[src/design/sfr_pkg.sv]
package sfr_pkg;

  // Receiver phase, one-hot
  typedef enum logic [4:0] {
    PH_IDLE = 5'b00001,
    PH_FLAG = 5'b00010,
    PH_ADDR = 5'b00100,
    PH_CTRL = 5'b01000,
    PH_HCS  = 5'b10000
  } phase_e;

  // Configuration register indexes
  localparam logic [1:0] CFG_EXPECT_KIND = 2'd0;
  localparam logic [1:0] CFG_FLAG_BYTE   = 2'd1;
  localparam logic [1:0] CFG_ADDR_BYTE   = 2'd2;

  // expect_kind modes
  localparam logic [1:0] MODE_UA   = 2'd0;
  localparam logic [1:0] MODE_DISC = 2'd1;
  localparam logic [1:0] MODE_ACK  = 2'd2;

  // Frame kinds
  localparam logic [1:0] KIND_UA   = 2'd0;
  localparam logic [1:0] KIND_DISC = 2'd1;
  localparam logic [1:0] KIND_RR   = 2'd2;
  localparam logic [1:0] KIND_REJ  = 2'd3;

  // Control byte codes
  localparam logic [7:0] CTL_UA   = 8'h06;
  localparam logic [7:0] CTL_DISC = 8'h0A;
  localparam logic [7:0] CTL_RR0  = 8'h01;
  localparam logic [7:0] CTL_RR1  = 8'h11;
  localparam logic [7:0] CTL_REJ0 = 8'h05;
  localparam logic [7:0] CTL_REJ1 = 8'h15;

  // Register reset values
  localparam logic [1:0] EXPECT_KIND_RST = MODE_UA;
  localparam logic [7:0] FLAG_BYTE_RST   = 8'h5C;
  localparam logic [7:0] ADDR_BYTE_RST   = 8'h03;

  // Control decode result
  typedef struct packed {
    logic       hit;
    logic [1:0] kind;
  } ctl_dec_t;

endpackage

[src/design/sfr_ctl_decode.sv]
module sfr_ctl_decode (
  input  logic [7:0]       ctl_byte_i,
  input  logic [1:0]       expect_kind_i,
  output sfr_pkg::ctl_dec_t dec_o
);

  always_comb begin
    dec_o = '0;
    unique case (expect_kind_i)
      sfr_pkg::MODE_UA: begin
        dec_o.hit  = (ctl_byte_i == sfr_pkg::CTL_UA);
        dec_o.kind = sfr_pkg::KIND_UA;
      end
      sfr_pkg::MODE_DISC: begin
        dec_o.hit  = (ctl_byte_i == sfr_pkg::CTL_DISC);
        dec_o.kind = sfr_pkg::KIND_DISC;
      end
      sfr_pkg::MODE_ACK: begin
        case (ctl_byte_i) inside
          sfr_pkg::CTL_RR0, sfr_pkg::CTL_RR1: begin
            dec_o.hit  = 1'b1;
            dec_o.kind = sfr_pkg::KIND_RR;
          end
          sfr_pkg::CTL_REJ0, sfr_pkg::CTL_REJ1: begin
            dec_o.hit  = 1'b1;
            dec_o.kind = sfr_pkg::KIND_REJ;
          end
          default: dec_o = '0;
        endcase
      end
      default: dec_o = '0; // unused mode takes no control byte
    endcase
  end

endmodule

[src/design/supervision_frame_receiver_unit.sv]
// A byte's result is registered and presented in the cycle after its request is taken.
// Throughput: one byte per cycle while no held result waits on res_ready_i; the
//   phase register takes a single next-state step per accepted byte.
// The byte side stays ready while the result register is empty or being drained.
// Reset (rst_ni low, asynchronous): phase to idle, no result pending,
//   expect_kind 0, flag byte 0x5C, address byte 0x03.
module supervision_frame_receiver_unit (
  input  logic       clk_i,
  input  logic       rst_ni,
  // configuration write channel
  input  logic       cfg_valid_i,
  output logic       cfg_ready_o,
  input  logic [1:0] cfg_index_i,
  input  logic [7:0] cfg_data_i,
  // received byte channel
  input  logic       rx_valid_i,
  output logic       rx_ready_o,
  input  logic [7:0] rx_byte_i,
  // result channel
  output logic       res_valid_o,
  input  logic       res_ready_i,
  output logic       frame_done_o,
  output logic [1:0] frame_kind_o,
  output logic       rejected_o
);

  // ---------------------------------------------------------------
  // Configuration registers
  // ---------------------------------------------------------------
  logic [1:0] expect_kind_q;
  logic [7:0] flag_byte_q;
  logic [7:0] addr_byte_q;

  assign cfg_ready_o = 1'b1;

  always_ff @(posedge clk_i or negedge rst_ni) begin
    if (!rst_ni) begin
      expect_kind_q <= sfr_pkg::EXPECT_KIND_RST;
      flag_byte_q   <= sfr_pkg::FLAG_BYTE_RST;
      addr_byte_q   <= sfr_pkg::ADDR_BYTE_RST;
    end else if (cfg_valid_i) begin
      case (cfg_index_i)
        sfr_pkg::CFG_EXPECT_KIND: expect_kind_q <= cfg_data_i[1:0];
        sfr_pkg::CFG_FLAG_BYTE:   flag_byte_q   <= cfg_data_i;
        sfr_pkg::CFG_ADDR_BYTE:   addr_byte_q   <= cfg_data_i;
        default: ; // index beyond the register list is dropped
      endcase
    end
  end

  // ---------------------------------------------------------------
  // Control byte decode: once for the byte on the input (control
  // phase), once for the held control at the closing flag. The
  // held one is decoded against the mode in force at close time.
  // ---------------------------------------------------------------
  sfr_pkg::ctl_dec_t rx_dec;
  sfr_pkg::ctl_dec_t held_dec;
  logic [7:0]        held_ctl_q;
  logic [7:0]        held_ctl_d;

  sfr_ctl_decode u_rx_dec (
    .ctl_byte_i   (rx_byte_i),
    .expect_kind_i(expect_kind_q),
    .dec_o        (rx_dec)
  );

  sfr_ctl_decode u_held_dec (
    .ctl_byte_i   (held_ctl_q),
    .expect_kind_i(expect_kind_q),
    .dec_o        (held_dec)
  );

  // ---------------------------------------------------------------
  // Handshake: result register is the only stage; a new byte goes
  // in whenever that register is empty or empties in the same cycle.
  // ---------------------------------------------------------------
  logic res_valid_q;
  logic rx_fire;

  assign rx_ready_o = !res_valid_q || res_ready_i;
  assign rx_fire    = rx_valid_i && rx_ready_o;

  // ---------------------------------------------------------------
  // Frame recogniser
  // ---------------------------------------------------------------
  sfr_pkg::phase_e phase_q;
  sfr_pkg::phase_e phase_d;
  sfr_pkg::phase_e mismatch_ph;
  logic            done_d;
  logic [1:0]      kind_d;
  logic            rej_d;
  logic [7:0]      hcs_exp;

  // A flag in place of the expected field restarts the frame.
  assign mismatch_ph = (rx_byte_i == flag_byte_q) ? sfr_pkg::PH_FLAG : sfr_pkg::PH_IDLE;
  assign hcs_exp     = addr_byte_q ^ held_ctl_q;

  always_comb begin
    phase_d    = phase_q;
    held_ctl_d = held_ctl_q;
    done_d     = 1'b0;
    kind_d     = sfr_pkg::KIND_UA;
    rej_d      = 1'b0;
    unique case (phase_q)
      sfr_pkg::PH_IDLE: begin
        phase_d = mismatch_ph;
      end
      sfr_pkg::PH_FLAG: begin
        // expected field wins over flag when the two coincide
        phase_d = (rx_byte_i == addr_byte_q) ? sfr_pkg::PH_ADDR : mismatch_ph;
      end
      sfr_pkg::PH_ADDR: begin
        if (rx_dec.hit) begin
          held_ctl_d = rx_byte_i;
          phase_d    = sfr_pkg::PH_CTRL;
        end else begin
          phase_d = mismatch_ph;
        end
      end
      sfr_pkg::PH_CTRL: begin
        phase_d = (rx_byte_i == hcs_exp) ? sfr_pkg::PH_HCS : mismatch_ph;
      end
      sfr_pkg::PH_HCS: begin
        // closing flag; receiver rearms to idle either way
        if ((rx_byte_i == flag_byte_q) && held_dec.hit) begin
          done_d = 1'b1;
          kind_d = held_dec.kind;
          rej_d  = (held_dec.kind == sfr_pkg::KIND_REJ);
        end
        phase_d = sfr_pkg::PH_IDLE;
      end
      default: begin
        phase_d = mismatch_ph;
      end
    endcase
  end

  always_ff @(posedge clk_i or negedge rst_ni) begin
    if (!rst_ni) begin
      phase_q    <= sfr_pkg::PH_IDLE;
      held_ctl_q <= 8'h00;
    end else if (rx_fire) begin
      phase_q    <= phase_d;
      held_ctl_q <= held_ctl_d;
    end
  end

  // ---------------------------------------------------------------
  // Result register
  // ---------------------------------------------------------------
  logic       frame_done_q;
  logic [1:0] frame_kind_q;
  logic       rejected_q;

  always_ff @(posedge clk_i or negedge rst_ni) begin
    if (!rst_ni) begin
      res_valid_q <= 1'b0;
    end else if (rx_fire) begin
      res_valid_q <= 1'b1;
    end else if (res_ready_i) begin
      res_valid_q <= 1'b0;
    end
  end

  always_ff @(posedge clk_i) begin
    if (rx_fire) begin
      frame_done_q <= done_d;
      frame_kind_q <= kind_d;
      rejected_q   <= rej_d;
    end
  end

  assign res_valid_o  = res_valid_q;
  assign frame_done_o = frame_done_q;
  assign frame_kind_o = frame_kind_q;
  assign rejected_o   = rejected_q;

  // ---------------------------------------------------------------
  // Assertions
  // ---------------------------------------------------------------
  a_phase_onehot: assert property (@(posedge clk_i) disable iff (!rst_ni)
    $onehot(phase_q))
    else $error("phase register not one-hot");

  a_done_only_from_hcs: assert property (@(posedge clk_i) disable iff (!rst_ni)
    (rx_fire && phase_q != sfr_pkg::PH_HCS) |=> !frame_done_o)
    else $error("frame completed outside the check-passed phase");

  a_rearm_after_hcs: assert property (@(posedge clk_i) disable iff (!rst_ni)
    (rx_fire && phase_q == sfr_pkg::PH_HCS) |=> (phase_q == sfr_pkg::PH_IDLE))
    else $error("receiver did not rearm after closing byte");

  a_rej_kind: assert property (@(posedge clk_i) disable iff (!rst_ni)
    (res_valid_o && rejected_o) |-> (frame_done_o && frame_kind_o == sfr_pkg::KIND_REJ))
    else $error("rejection flagged on a non-REJ result");

  a_idle_fields_zero: assert property (@(posedge clk_i) disable iff (!rst_ni)
    (res_valid_o && !frame_done_o) |-> (frame_kind_o == sfr_pkg::KIND_UA && !rejected_o))
    else $error("kind fields set without a completed frame");

endmodule
[config.mk]
export PLATFORM = sky130hd
export DESIGN_NAME = supervision_frame_receiver_unit
export DESIGN_NICKNAME = d
export VERILOG_FILES = /design/src/design/sfr_pkg.sv /design/src/design/sfr_ctl_decode.sv /design/src/design/supervision_frame_receiver_unit.sv
export SDC_FILE = /design/constraint.sdc
export NUM_CORES = 1
export LEC_CHECK = 0
export BUFFER_PORTS_ARGS = -buffer_cell sky130_fd_sc_hd__buf_4
export CAP_MARGIN = 25
export CORE_ASPECT_RATIO = 1.1
export CORE_MARGIN = 10
export CORE_UTILIZATION = 42
export DETAILED_ROUTE_END_ITERATION = 7
export GPL_ROUTABILITY_DRIVEN = 0
export SETUP_SLACK_MARGIN = 0.02
export SLEW_MARGIN = 20
export SYNTH_ARGS = -nofsm -noshare
export SYNTH_HDL_FRONTEND = slang
export SYNTH_SLANG_ARGS = --single-unit
[constraint.sdc]
create_clock -name clk_i -period 1.8 [get_ports clk_i]
set_input_delay 0.36 -clock clk_i [delete_from_list [all_inputs] [get_ports clk_i]]
set_output_delay 0.36 -clock clk_i [all_outputs]
set_load 0.005 [all_outputs]
==> flow_summary_export.csv <==
group,metric,value,unit
grt,first_global_vias,1421,
setup_path,arrival,1.99,ns
setup_path,cp_max_fo,6,
floorplanning,dieArea,7440,sq um
synthesis,avgSynthCellArea,11.9,sq um
setup_path,crit_path_start,"expect_kind_q[1]",
synthesis,ys_warn_count,0,
setup_path,crit_required,1.97,ns
route,detail-route-antenna-nets,0,
power,power,0.00195,W
grt,grt_max_degree,33,
floorplanning,start_util,43.0,%
setup_path,path_cells,"and2b_2 > nand2b_1 > a221oi_2 > and3_4 > mux2_1",
route,vias,1308,
placed_design,dp.final_hpwl,3.14,mm
finish,syn2layout_area_growth,28.1,%
setup_path,critical_path_class,"reg2reg",
setup_path,r2r_setup_slack,-0.02,ns
clock_tree,cts_max_level,2,
synthesis,synth_edf_count,4,
floorplanning,fp-row-count,25,
power,vdd_drop_max,0.524,mV
placed_design,io_buffers,28,
power,p_leak,1.02,nW
floorplanning,die_h,89.5,microns
run,max_cap_viol_count,0,
power,power_density,827,nW/um^2
clock_tree,clockRootBuffer,"clkbuf_8",
clock_tree,hold_buffers,0,
floorplanning,die_w,83.2,microns
timing,rsz0062_at_grt,"true",
floorplanning,pin_count,30,
setup_path,r2r_cells,5,
timing,holdWs,0.00774,ns
setup_path,r2r-start,"expect_kind_q[1]",
synthesis,ys_seq_elements,36,
clock_tree,clock_sinks,36,
route,first_pass_iters,4,
outcome,violations,"setup timing",
setup_path,cp-end-kind,"flip-flop",
synthesis,ys_seq_area_share,50.4,%
clock_tree,clk_pin_slew,0.07,ns
setup_path,timing.rr.end,"held_ctl_q[4]",
floorplanning,coreArea,4290,sq um
timing,worst_slack,-0.0234,ns
finish,utilization,55.1,%
setup_path,cp_slowest_cell,"dfrtp_1",
grt,grt_pass1_wl,6.76,mm
timing,fin_worst_skew,0.00419,ns
synthesis,syn_inst,155,
setup_path,cp-endpoint,"held_ctl_q[4]",
synthesis,syn_area,1840,sq um
route,avgRoutedWirePerCell,15.7,microns
setup_path,startpoint_type,"flip-flop",
clock_tree,cts_tree,"yes",
route,drc,0,
synthesis,synth.distinct_cells,38,
synthesis,synthesis.nets,178,
setup_path,slowest_delay,0.42,ns
timing,setup_violations,3,
synthesis,ys_async_sr_fraction,88.9,%
outcome,status,"finished, violations left",
timing,period_needed,1.82,ns
timing,fmax,548,MHz
grt,overflow,0,
grt,grt_usage,11.3,%
clock_tree,numCtsBuffers,5,
synthesis,synth-main-ff-cell,"dfrtp_1",
finish,n_antenna_cell,0,
clock_tree,clock_path_buffers,2,
route,wl,4.03,mm
timing,finalCritPeriodShare,101,%
hold_path,hold_path_class,"in2async",
timing,drv_slew,0,
grt,antenna_found_initial,0,
route,drt_iter0_markers,44,
route,vias_per_cell,5.11,
finish,drive_gt1_share,42.1,%
timing,hold_viol,0,
finish,nets,224,
clock_tree,clkLatencyLatePin,0.29,ns
## worst max-delay path: cells and delay by family (launching register included)
kind	cells	cell delay, ns
simple gates	3	0.63
flops	1	0.42
mux	1	0.33
compound gates	1	0.32
## how the worst min path moves through the flow
stage | end | slack [ns]
2_1_floorplan | addr_byte_q[2] | 0.06
3_3_place_gp | phase_q[1] | 0.32
3_5_place_dp | phase_q[1] | 0.33
4_1_cts | phase_q[1] | 0.02
5_1_grt | addr_byte_q[7] | 0.03
6_report | expect_kind_q[1] | 0.008
## per-stage QoR
| step | setup TNS, ns | setup WS (ns) | instance area [sq um] | instances |
|---|---|---|---|---|
| after floorplan | 0 | 0.0787 | 1840 | 155 |
| after global placement | -0.547 | -0.103 | 2190 | 246 |
| after detailed placement | -1.08 | -0.174 | 2190 | 246 |
| after CTS | -0.0105 | -0.00646 | 2300 | 254 |
| after global routing | -0.570 | -0.121 | 2360 | 256 |
| final | -0.0352 | -0.0234 | 2360 | 256 |
## repair_timing
| item | CTS | global route |
|---|---|---|
| endpoints found under the setup margin | 10 | 13 |
| buffers inserted | 0 | 2 |
| pin swaps | 3 | 6 |
| gates cloned | 0 | 0 |
| gates resized for setup | 6 | 9 |
## layout make-up
cell class	instances	area (sq um)
repair buffers	41	315
multi-input cells	116	955
fillers	377	1920
inverters	1	3.75
flip-flops and latches	36	930
well taps	54	67.6
clock buffers	8	90.1
## per-layer routing
layer	vias up	wire length [microns]	global-route usage (%)
met1	631	1620	11.7
met5	-	0	0
met3	7	174	3.74
li1	645	-	-
met2	25	2170	20.6
met4	0	65	5.11
## cells by family (layout without fill, tap and decap cells)
logic type | Yosys count | count (layout) | share of synthesized area (%)
other | 1 | 1 | 0.203
multiplexers | 23 | 23 | 14.1
flip-flops | 36 | 36 | 50.4
AO/OA/AOI/OAI | 15 | 15 | 6.38
buffers and inverters | 3 | 50 | 1.02
XOR/XNOR | 25 | 25 | 11.9
AND/OR/NAND/NOR | 52 | 52 | 16.0
## cell usage in the layout, fill, tap and decap left out, types with 2 or more instances in the layout
cell type,netlist,routed
nand2b_1,5,5
dfstp_2,7,7
mux2_2,18,18
nand3_1,3,3
xnor2_1,8,8
a21oi_1,2,2
mux2_4,0,4
nor2b_1,6,6
nand3b_1,3,3
edfxtp_1,4,4
or3_1,2,2
nand2_1,7,6
o21ai_1,2,2
clkbuf_8,0,6
nor4_1,3,2
xor2_1,17,17
buf_6,0,2
buf_4,2,39
dfrtp_1,25,25
clkbuf_1,0,2
o211ai_1,2,2
nand4_1,3,3
nor2_1,11,10
## power by group
group	switching, W	internal, W
clock	0.000266	0.000312
combinational	0.000176	0.000211
sequential	0.0000604	0.000928
## synthesized netlist by cell type (3+ instances only)
cell	instances	area share (%)
dfrtp_1	25	34
mux2_2	18	11
xor2_1	17	8.1
nor2_1	11	2.2
xnor2_1	8	3.8
dfstp_2	7	10
nand2_1	7	1.4
nor2b_1	6	2.0
mux2_1	5	3.1
nand2b_1	5	1.7
edfxtp_1	4	6.5
nand3_1	3	0.81
nand3b_1	3	1.2
nand4_1	3	1.0
nor4_1	3	1.0
## state kept, by name (all words and copies together) (netlist names)
register and flops:
addr_byte_q 8, expect_kind_q 2, flag_byte_q 8, frame_done_o 1, frame_kind_o 2, held_ctl_q 8, phase_q 5, rejected_o 1
res_valid_o 1
Power figures use the tool's default switching activity.
